## src/rtl/bic_pkg.sv

```systemverilog
`timescale 1ns / 1ps
// package for the banked interrupt controller
// transaction structs, register word codes and the lowest-set-bit encoders; no dependencies

package bic_pkg;

  localparam int unsigned BankWidth  = 32;
  localparam int unsigned BasicWidth = 8;
  localparam int unsigned NumSources = 2 * BankWidth + BasicWidth;

  localparam logic [6:0] HighOffset  = 7'd32;
  localparam logic [6:0] BasicOffset = 7'd64;

  localparam logic [1:0] ReqRead   = 2'd0;
  localparam logic [1:0] ReqWrite  = 2'd1;
  localparam logic [1:0] ReqSample = 2'd2;

  localparam logic [3:0] WordPendBasic = 4'd0;
  localparam logic [3:0] WordPendLow   = 4'd1;
  localparam logic [3:0] WordPendHigh  = 4'd2;
  localparam logic [3:0] WordEnLow     = 4'd4;
  localparam logic [3:0] WordEnHigh    = 4'd5;
  localparam logic [3:0] WordEnBasic   = 4'd6;
  localparam logic [3:0] WordDisLow    = 4'd7;
  localparam logic [3:0] WordDisHigh   = 4'd8;
  localparam logic [3:0] WordDisBasic  = 4'd9;

  localparam int unsigned LowAnyBit  = 8;
  localparam int unsigned HighAnyBit = 9;

  typedef struct packed {
    logic [1:0]  req_type;
    logic [3:0]  reg_word;
    logic [31:0] write_data;
    logic [31:0] src_low_bank;
    logic [31:0] src_high_bank;
    logic [7:0]  src_basic_bank;
  } req_t;

  typedef struct packed {
    logic [31:0] read_data;
    logic        irq_line;
    logic [6:0]  next_source;
    logic        next_valid;
  } rsp_t;

  typedef struct packed {
    logic [31:0] enable_low;
    logic [31:0] enable_high;
    logic [7:0]  enable_basic;
    logic [31:0] level_low;
    logic [31:0] level_high;
    logic [7:0]  level_basic;
  } state_t;

  function automatic logic [4:0] lowest_set32(input logic [31:0] v);
    logic [4:0] idx;
    idx = '0;
    for (int i = 31; i >= 0; i--) begin
      if (v[i]) idx = 5'(i);
    end
    return idx;
  endfunction

  function automatic logic [2:0] lowest_set8(input logic [7:0] v);
    logic [2:0] idx;
    idx = '0;
    for (int i = 7; i >= 0; i--) begin
      if (v[i]) idx = 3'(i);
    end
    return idx;
  endfunction

endpackage

```

## src/rtl/bic_state.sv

```systemverilog
`timescale 1ns / 1ps
// enable and source level registers of the banked interrupt controller
// applies one transaction to the state; depends on bic_pkg

module bic_state (
  input  logic            clk_i,
  input  logic            rst_ni,
  input  logic            commit_i,
  input  bic_pkg::req_t   req_i,
  output bic_pkg::state_t state_o
);
  import bic_pkg::*;

  state_t state_q, state_d;

  always_comb begin
    state_d = state_q;
    if (req_i.req_type == ReqWrite) begin
      case (req_i.reg_word)
        WordEnLow:    state_d.enable_low   = state_q.enable_low | req_i.write_data;
        WordEnHigh:   state_d.enable_high  = state_q.enable_high | req_i.write_data;
        WordEnBasic:  state_d.enable_basic = state_q.enable_basic | req_i.write_data[7:0];
        WordDisLow:   state_d.enable_low   = state_q.enable_low & ~req_i.write_data;
        WordDisHigh:  state_d.enable_high  = state_q.enable_high & ~req_i.write_data;
        WordDisBasic: state_d.enable_basic = state_q.enable_basic & ~req_i.write_data[7:0];
        default: ;
      endcase
    end else if (req_i.req_type == ReqSample) begin
      state_d.level_low   = req_i.src_low_bank;
      state_d.level_high  = req_i.src_high_bank;
      state_d.level_basic = req_i.src_basic_bank;
    end
  end

  always_ff @(posedge clk_i or negedge rst_ni) begin
    if (!rst_ni) begin
      state_q <= '0;
    end else if (commit_i) begin
      state_q <= state_d;
    end
  end

  // state as seen after the transaction has taken effect
  assign state_o = state_d;

endmodule

```

## src/rtl/bic_resolve.sv

```systemverilog
`timescale 1ns / 1ps
// pending masks, register read mux and next-source priority select
// purely combinational; depends on bic_pkg

module bic_resolve (
  input  bic_pkg::req_t   req_i,
  input  bic_pkg::state_t state_i,
  output bic_pkg::rsp_t   rsp_o
);
  import bic_pkg::*;

  logic [31:0] pend_low, pend_high, basic_word;
  logic [7:0]  pend_basic;
  logic [31:0] rdata;

  assign pend_low   = state_i.level_low & state_i.enable_low;
  assign pend_high  = state_i.level_high & state_i.enable_high;
  assign pend_basic = state_i.level_basic & state_i.enable_basic;

  always_comb begin
    basic_word             = {24'd0, pend_basic};
    basic_word[LowAnyBit]  = |pend_low;
    basic_word[HighAnyBit] = |pend_high;
  end

  always_comb begin
    rdata = '0;
    if (req_i.req_type == ReqRead) begin
      case (req_i.reg_word)
        WordPendBasic:            rdata = basic_word;
        WordPendLow:              rdata = pend_low;
        WordPendHigh:             rdata = pend_high;
        WordEnLow, WordDisLow:     rdata = state_i.enable_low;
        WordEnHigh, WordDisHigh:   rdata = state_i.enable_high;
        WordEnBasic, WordDisBasic: rdata = {24'd0, state_i.enable_basic};
        default:                  rdata = '0;
      endcase
    end
  end

  always_comb begin
    rsp_o.read_data   = rdata;
    rsp_o.next_source = '0;
    rsp_o.next_valid  = 1'b0;
    // basic lines first, then low bank, then high bank
    if (|pend_basic) begin
      rsp_o.next_source = BasicOffset + {4'd0, lowest_set8(pend_basic)};
      rsp_o.next_valid  = 1'b1;
    end else if (|pend_low) begin
      rsp_o.next_source = {2'd0, lowest_set32(pend_low)};
      rsp_o.next_valid  = 1'b1;
    end else if (|pend_high) begin
      rsp_o.next_source = HighOffset + {2'd0, lowest_set32(pend_high)};
      rsp_o.next_valid  = 1'b1;
    end
    rsp_o.irq_line = rsp_o.next_valid;
  end

endmodule

```

## src/rtl/banked_interrupt_controller.sv

```systemverilog
`timescale 1ns / 1ps
// Banked level-sensitive interrupt controller for 72 sources (32 low, 32 high, 8 basic lines).
// Every transaction is a bus read, a bus write or a source level sample and yields one
// response carrying the read word, the interrupt line and the next source to serve. The block
// takes one transaction per cycle while in_stall_o is low. A transaction is first held in the
// input register; then the enable/level update, pending masks and priority encoders settle in
// a single pass into the result register, which drives the outputs. The result register is a
// pipeline stage, so a new transaction is accepted while a response waits to be taken;
// in_stall_o rises only when both stages are full and the output is stalled.

module banked_interrupt_controller (
  input  logic          clk_i,
  input  logic          rst_ni,
  input  logic          in_valid_i,
  output logic          in_stall_o,
  input  bic_pkg::req_t in_data_i,
  output logic          out_valid_o,
  input  logic          out_stall_i,
  output bic_pkg::rsp_t out_data_o
);
  import bic_pkg::*;

  req_t   in_q;
  logic   in_valid_q;
  rsp_t   out_q, rsp;
  logic   out_valid_q;
  state_t state_nxt;
  logic   advance, in_load, commit;

  assign advance    = !out_valid_q || !out_stall_i;
  assign in_load    = !in_valid_q || advance;
  assign commit     = in_valid_q && advance;
  assign in_stall_o = !in_load;

  always_ff @(posedge clk_i or negedge rst_ni) begin
    if (!rst_ni) begin
      in_valid_q  <= 1'b0;
      out_valid_q <= 1'b0;
    end else begin
      if (in_load) in_valid_q <= in_valid_i;
      if (advance) out_valid_q <= in_valid_q;
    end
  end

  always_ff @(posedge clk_i) begin
    if (in_load && in_valid_i) in_q <= in_data_i;
    if (commit) out_q <= rsp;
  end

  bic_state u_state (
    .clk_i    (clk_i),
    .rst_ni   (rst_ni),
    .commit_i (commit),
    .req_i    (in_q),
    .state_o  (state_nxt)
  );

  bic_resolve u_resolve (
    .req_i   (in_q),
    .state_i (state_nxt),
    .rsp_o   (rsp)
  );

  assign out_valid_o = out_valid_q;
  assign out_data_o  = out_q;

  // input stalls only when both stages hold a transaction and the output is stalled
  assert property (@(posedge clk_i) disable iff (!rst_ni)
    in_stall_o |-> (in_valid_q && out_valid_o && out_stall_i))
    else $error("input stalled without a full pipeline");

  assert property (@(posedge clk_i) disable iff (!rst_ni)
    (out_valid_o && !out_data_o.next_valid) |-> (out_data_o.next_source == 7'd0))
    else $error("next source set with nothing pending");

  assert property (@(posedge clk_i) disable iff (!rst_ni)
    out_valid_o |-> (out_data_o.next_source < 7'(NumSources)))
    else $error("next source out of range");

  assert property (@(posedge clk_i) disable iff (!rst_ni)
    (in_valid_q && advance) |=> out_valid_o)
    else $error("transaction lost between stages");

endmodule
```

## config.mk

```make
export PLATFORM = sky130hd
export DESIGN_NAME = banked_interrupt_controller
export DESIGN_NICKNAME = d
export VERILOG_FILES = /design/src/rtl/bic_pkg.sv /design/src/rtl/bic_state.sv /design/src/rtl/bic_resolve.sv /design/src/rtl/banked_interrupt_controller.sv
export SDC_FILE = /design/constraint.sdc
export NUM_CORES = 1
export LEC_CHECK = 0
export BUFFER_PORTS_ARGS = -buffer_cell sky130_fd_sc_hd__clkbuf_2
export CAP_MARGIN = 20
export CORE_MARGIN = 1.5
export CORE_UTILIZATION = 40
export CTS_CLUSTER_DIAMETER = 40
export DETAILED_ROUTE_END_ITERATION = 7
export SLEW_MARGIN = 20
export SYNTH_ARGS = -nofsm -noshare
export SYNTH_HDL_FRONTEND = slang
export SYNTH_SLANG_ARGS = --single-unit
```

## constraint.sdc

```tcl
create_clock -name clk_i -period 10.5 [get_ports clk_i]
set_clock_uncertainty 0.15 [all_clocks]
set_input_delay 2.1 -clock clk_i [delete_from_list [all_inputs] [get_ports clk_i]]
set_output_delay 2.1 -clock clk_i [all_outputs]
set_load 0.01 [all_outputs]
```

==> results.py <==
metrics = {
    "synthesis": {
        "yosysWarnings": 0,
        "synthesis.area_sq_um": 14900,
        "synth.avg_cell_area_sq_um": 10.2,
        "synth_edf_count": 150,
        "ys_seq_elements": 296,
        "synth_cells": 1460,
        "syn-num-nets": 1574,
        "synth.distinct_cells": 59,
        "ys_seq_area_share_pct": 54.7,
        "synthArstFlopShare_pct": 49.3,
        "ys.flop_type": "edfxtp_1",
    },
    "grt": {
        "grt_max_degree": 97,
        "grt_pass1_wl_mm": 69.0,
        "grt_pass1_vias": 11300,
        "antenna_found_initial": 0,
        "track_usage_pct": 23.5,
        "overflow": 0,
    },
    "critical_path": {
        "slowest_stage": "buf_4",
        "cp_top_family": "simple AND/OR/NAND/NOR gates",
        "critPathLaunchType": "register",
        "cpPeakStageDelay_ps": 870,
        "cp-end-kind": "register",
        "worstSetupPathType": "register to register",
        "cp.arrival_ps": 5380,
        "crit_top_cell": "buf_4",
        "crit_buf_inv": 2,
        "worst_ep_required_time_ps": 10610,
        "cp_max_fo": 66,
        "path_cells": "buf_4 > nor2b_4 > buf_4 > mux2i_1 > a21oi_1 > nor4_1 > nand4_1 > or2_1 > a221oi_1 > nor2_1",
    },
    "routing": {
        "wire_per_inst_um": 22.1,
        "vias": 12300,
        "wl_mm": 45.6,
        "drt_iter0_drc": 1204,
        "drc": 0,
        "drt_pass1_iterations": 5,
        "ant_nets": 0,
        "viasPerCell": 5.96,
    },
    "placed_design": {
        "io_buffers": 156,
        "place.gp.congestion": 0.935,
        "placed_area_sq_um": 15900,
        "dp_hpwl_mm": 30.5,
        "dp.cells": 1973,
    },
    "layout": {
        "nFillCells": 3368,
        "final_cells": 2059,
        "fin_area_sq_um": 17500,
        "antenna_cells": 0,
        "drive_gt1_share_pct": 19.7,
        "syn_to_final_growth_pct": 17.1,
        "nNetsFinal": 1668,
    },
    "sta": {
        "finalHoldViolations": 0,
        "slew_viol_final": 0,
        "setup_viol": 0,
        "tightest_slew_ps": 1130,
        "holdWs_ps": 352,
        "fin_setup_tns_ps": 0,
        "clock.fmax_mhz": 190,
        "fin_crit_sh_pct": 50.2,
        "slew_headroom_pct": 24.4,
        "period_needed_ps": 5270,
        "rsz0062_at_grt": "false",
    },
    "flow_run": {
        "drv_cap": 0,
    },
    "cts": {
        "clock-sinks": 296,
        "worstSkewPairLatency_ps": 550,
        "cts_buffers": 47,
        "post_cts.repair.setup_buffers": 0,
        "clock_path_buffers": 3,
        "cts_resized": 0,
        "hold_buffers": 0,
        "cts_htree_levels": 2,
        "root_buffer": "clkbuf_16",
        "clk_transition_reported_paths_ps": 50,
        "cts_tree": "yes",
    },
    "run_status": {
        "outcome": "finished, final reports clean",
    },
    "power_and_ir_drop": {
        "p_leak_uw": 0.00662,
        "max-vdd-ir-drop_v": 0.000122,
        "fin_total_pwr_uw": 3650,
        "p_per_area_nw_per_um2": 209,
    },
    "worst_hold_path": {
        "hold_class": "register to register",
    },
    "floorplanning": {
        "die_h_um": 196,
        "dieWidth_um": 196,
        "coreArea_sq_um": 36700,
        "initial_core_util_pct": 40.7,
        "ios": 157,
        "dieArea_sq_um": 38500,
        "rows": 70,
    },
}
==> report_power, final <==
| part | internal (uW) | switching, uW | leakage, uW | total [uW] |
|---|---|---|---|---|
| combinational | 240 | 388 | 0.00262 | 629 |
| clock | 955 | 568 | 0.000730 | 1520 |
| sequential | 1400 | 99.7 | 0.00327 | 1500 |
| total | 2590 | 1060 | 0.00662 | 3650 |
==> through the flow <==
| step | worst slack (ps) | utilization [%] |
|---|---|---|
| global placement | 5450 | 43.4 |
| finish | 5230 | 47.6 |
| global route | 4900 | 47.6 |
| floorplan | 5110 | - |
| detailed placement | 5350 | 43.4 |
| CTS | 5320 | 47.6 |
==> final timing paths <==
check / startpoint / end / slack [ps] / depth (start not counted)
worst max-delay path: in_q[109] / out_data_o[17] / 5230 / 10
worst min-delay path: u_state.state_q[33] / u_state.state_q[33] / 350 / 1
worst max register to register: in_q[109] / out_data_o[17] / 5230 / 10
worst min register to register: u_state.state_q[33] / u_state.state_q[33] / 350 / 1
max in group asynchronous: rst_ni / u_state.state_q[140] / 7320 / 2
min in group asynchronous: rst_ni / out_valid_o / 1470 / 1
==> worst register-to-register path, cell delays in order (launching register included) <==
cell and delay (ps):
edfxtp_1 320, buf_4 490, nor2b_4 840, buf_4 870
mux2i_1 420, a21oi_1 120, nor4_1 530, nand4_1 400
or2_1 390, a221oi_1 390, nor2_1 80
==> synth_stat cells (12+ instances only) <==
master    number  area [sq um]
inv_1         14          52.6
o221ai_1      17           149
a22oi_1       24           180
nor2_1        64           240
nand2_1      139           522
o22ai_1       19           119
buf_2         18          90.1
mux2_2        53           597
and3b_1       32           280
mux2i_1       72           721
o21ai_0      312          1560
clkbuf_1      92           345
nor3_1        12          60.1
a21oi_1      137           686
edfxtp_1     150          4500
nand3b_1      33           248
dfrtp_1      146          3650
nor4_1        20           125
==> sequential cells by signal, summed over array words and instances (netlist names) <==
name	cells
u_state.state_q	144
in_q	110
out_data_o	40
in_valid_q	1
out_valid_o	1
==> layer usage <==
layer | wire [um] | track usage [%] | vias to the layer above | share of wire (%)
met1 | 22800 | 37.9 | 6005 | 50
met3 | 3940 | 5.29 | 64 | 8.6
met2 | 17800 | 30.9 | 564 | 39
met4 | 987 | 6.61 | 0 | 2.2
met5 | 0 | 0 | - | 0
li1 | - | - | 5641 | -
==> cell usage in the layout, fill, tap and decap left out, types with 3 or more instances in the layout <==
cell type | Yosys | layout
clkinvlp_4 | 0 | 8
nor4_1 | 20 | 18
clkbuf_16 | 0 | 47
o22ai_1 | 19 | 19
buf_4 | 5 | 14
nand2b_1 | 8 | 8
nor2b_1 | 8 | 7
nand4_1 | 5 | 5
o21ai_0 | 312 | 312
a31oi_1 | 4 | 4
inv_6 | 0 | 7
nor3_1 | 12 | 12
and3b_1 | 32 | 32
dfrtp_1 | 146 | 146
clkbuf_2 | 1 | 155
inv_1 | 14 | 14
a22oi_1 | 24 | 24
a21oi_1 | 137 | 137
nand2_1 | 139 | 138
nand3b_1 | 33 | 33
clkbuf_1 | 92 | 5
edfxtp_1 | 150 | 150
bufinv_16 | 0 | 5
a221oi_1 | 10 | 10
o21ai_1 | 3 | 3
o221ai_1 | 17 | 17
clkinv_1 | 0 | 7
nor2_1 | 64 | 64
o21bai_1 | 5 | 5
o31ai_1 | 3 | 3
mux2_2 | 53 | 53
mux2i_1 | 72 | 72
o211ai_1 | 4 | 4
clkinv_4 | 0 | 6
nand3_1 | 9 | 9
==> layout make-up <==
type / count / area [sq um] / share of cell area (%)
clock inverters: 34 / 362 / 2.07
clock buffers: 52 / 1190 / 6.84
well taps: 468 / 586 / 3.35
inverters: 14 / 52.6 / 0.301
flip-flops and latches: 296 / 8160 / 46.7
multi-input cells: 1025 / 6240 / 35.7
repair buffers: 170 / 892 / 5.10
==> cell families after synthesis <==
kind of cell           count (synthesis)  synth area share, %
AND/OR/NAND/NOR                      350                 12.3
flip-flops                           296                 54.7
AO/OA/AOI/OAI                        550                 20.3
multiplexers                         125                 8.83
buffers and inverters                139                 3.98
Note: power is estimated with default switching activity, not from simulation.
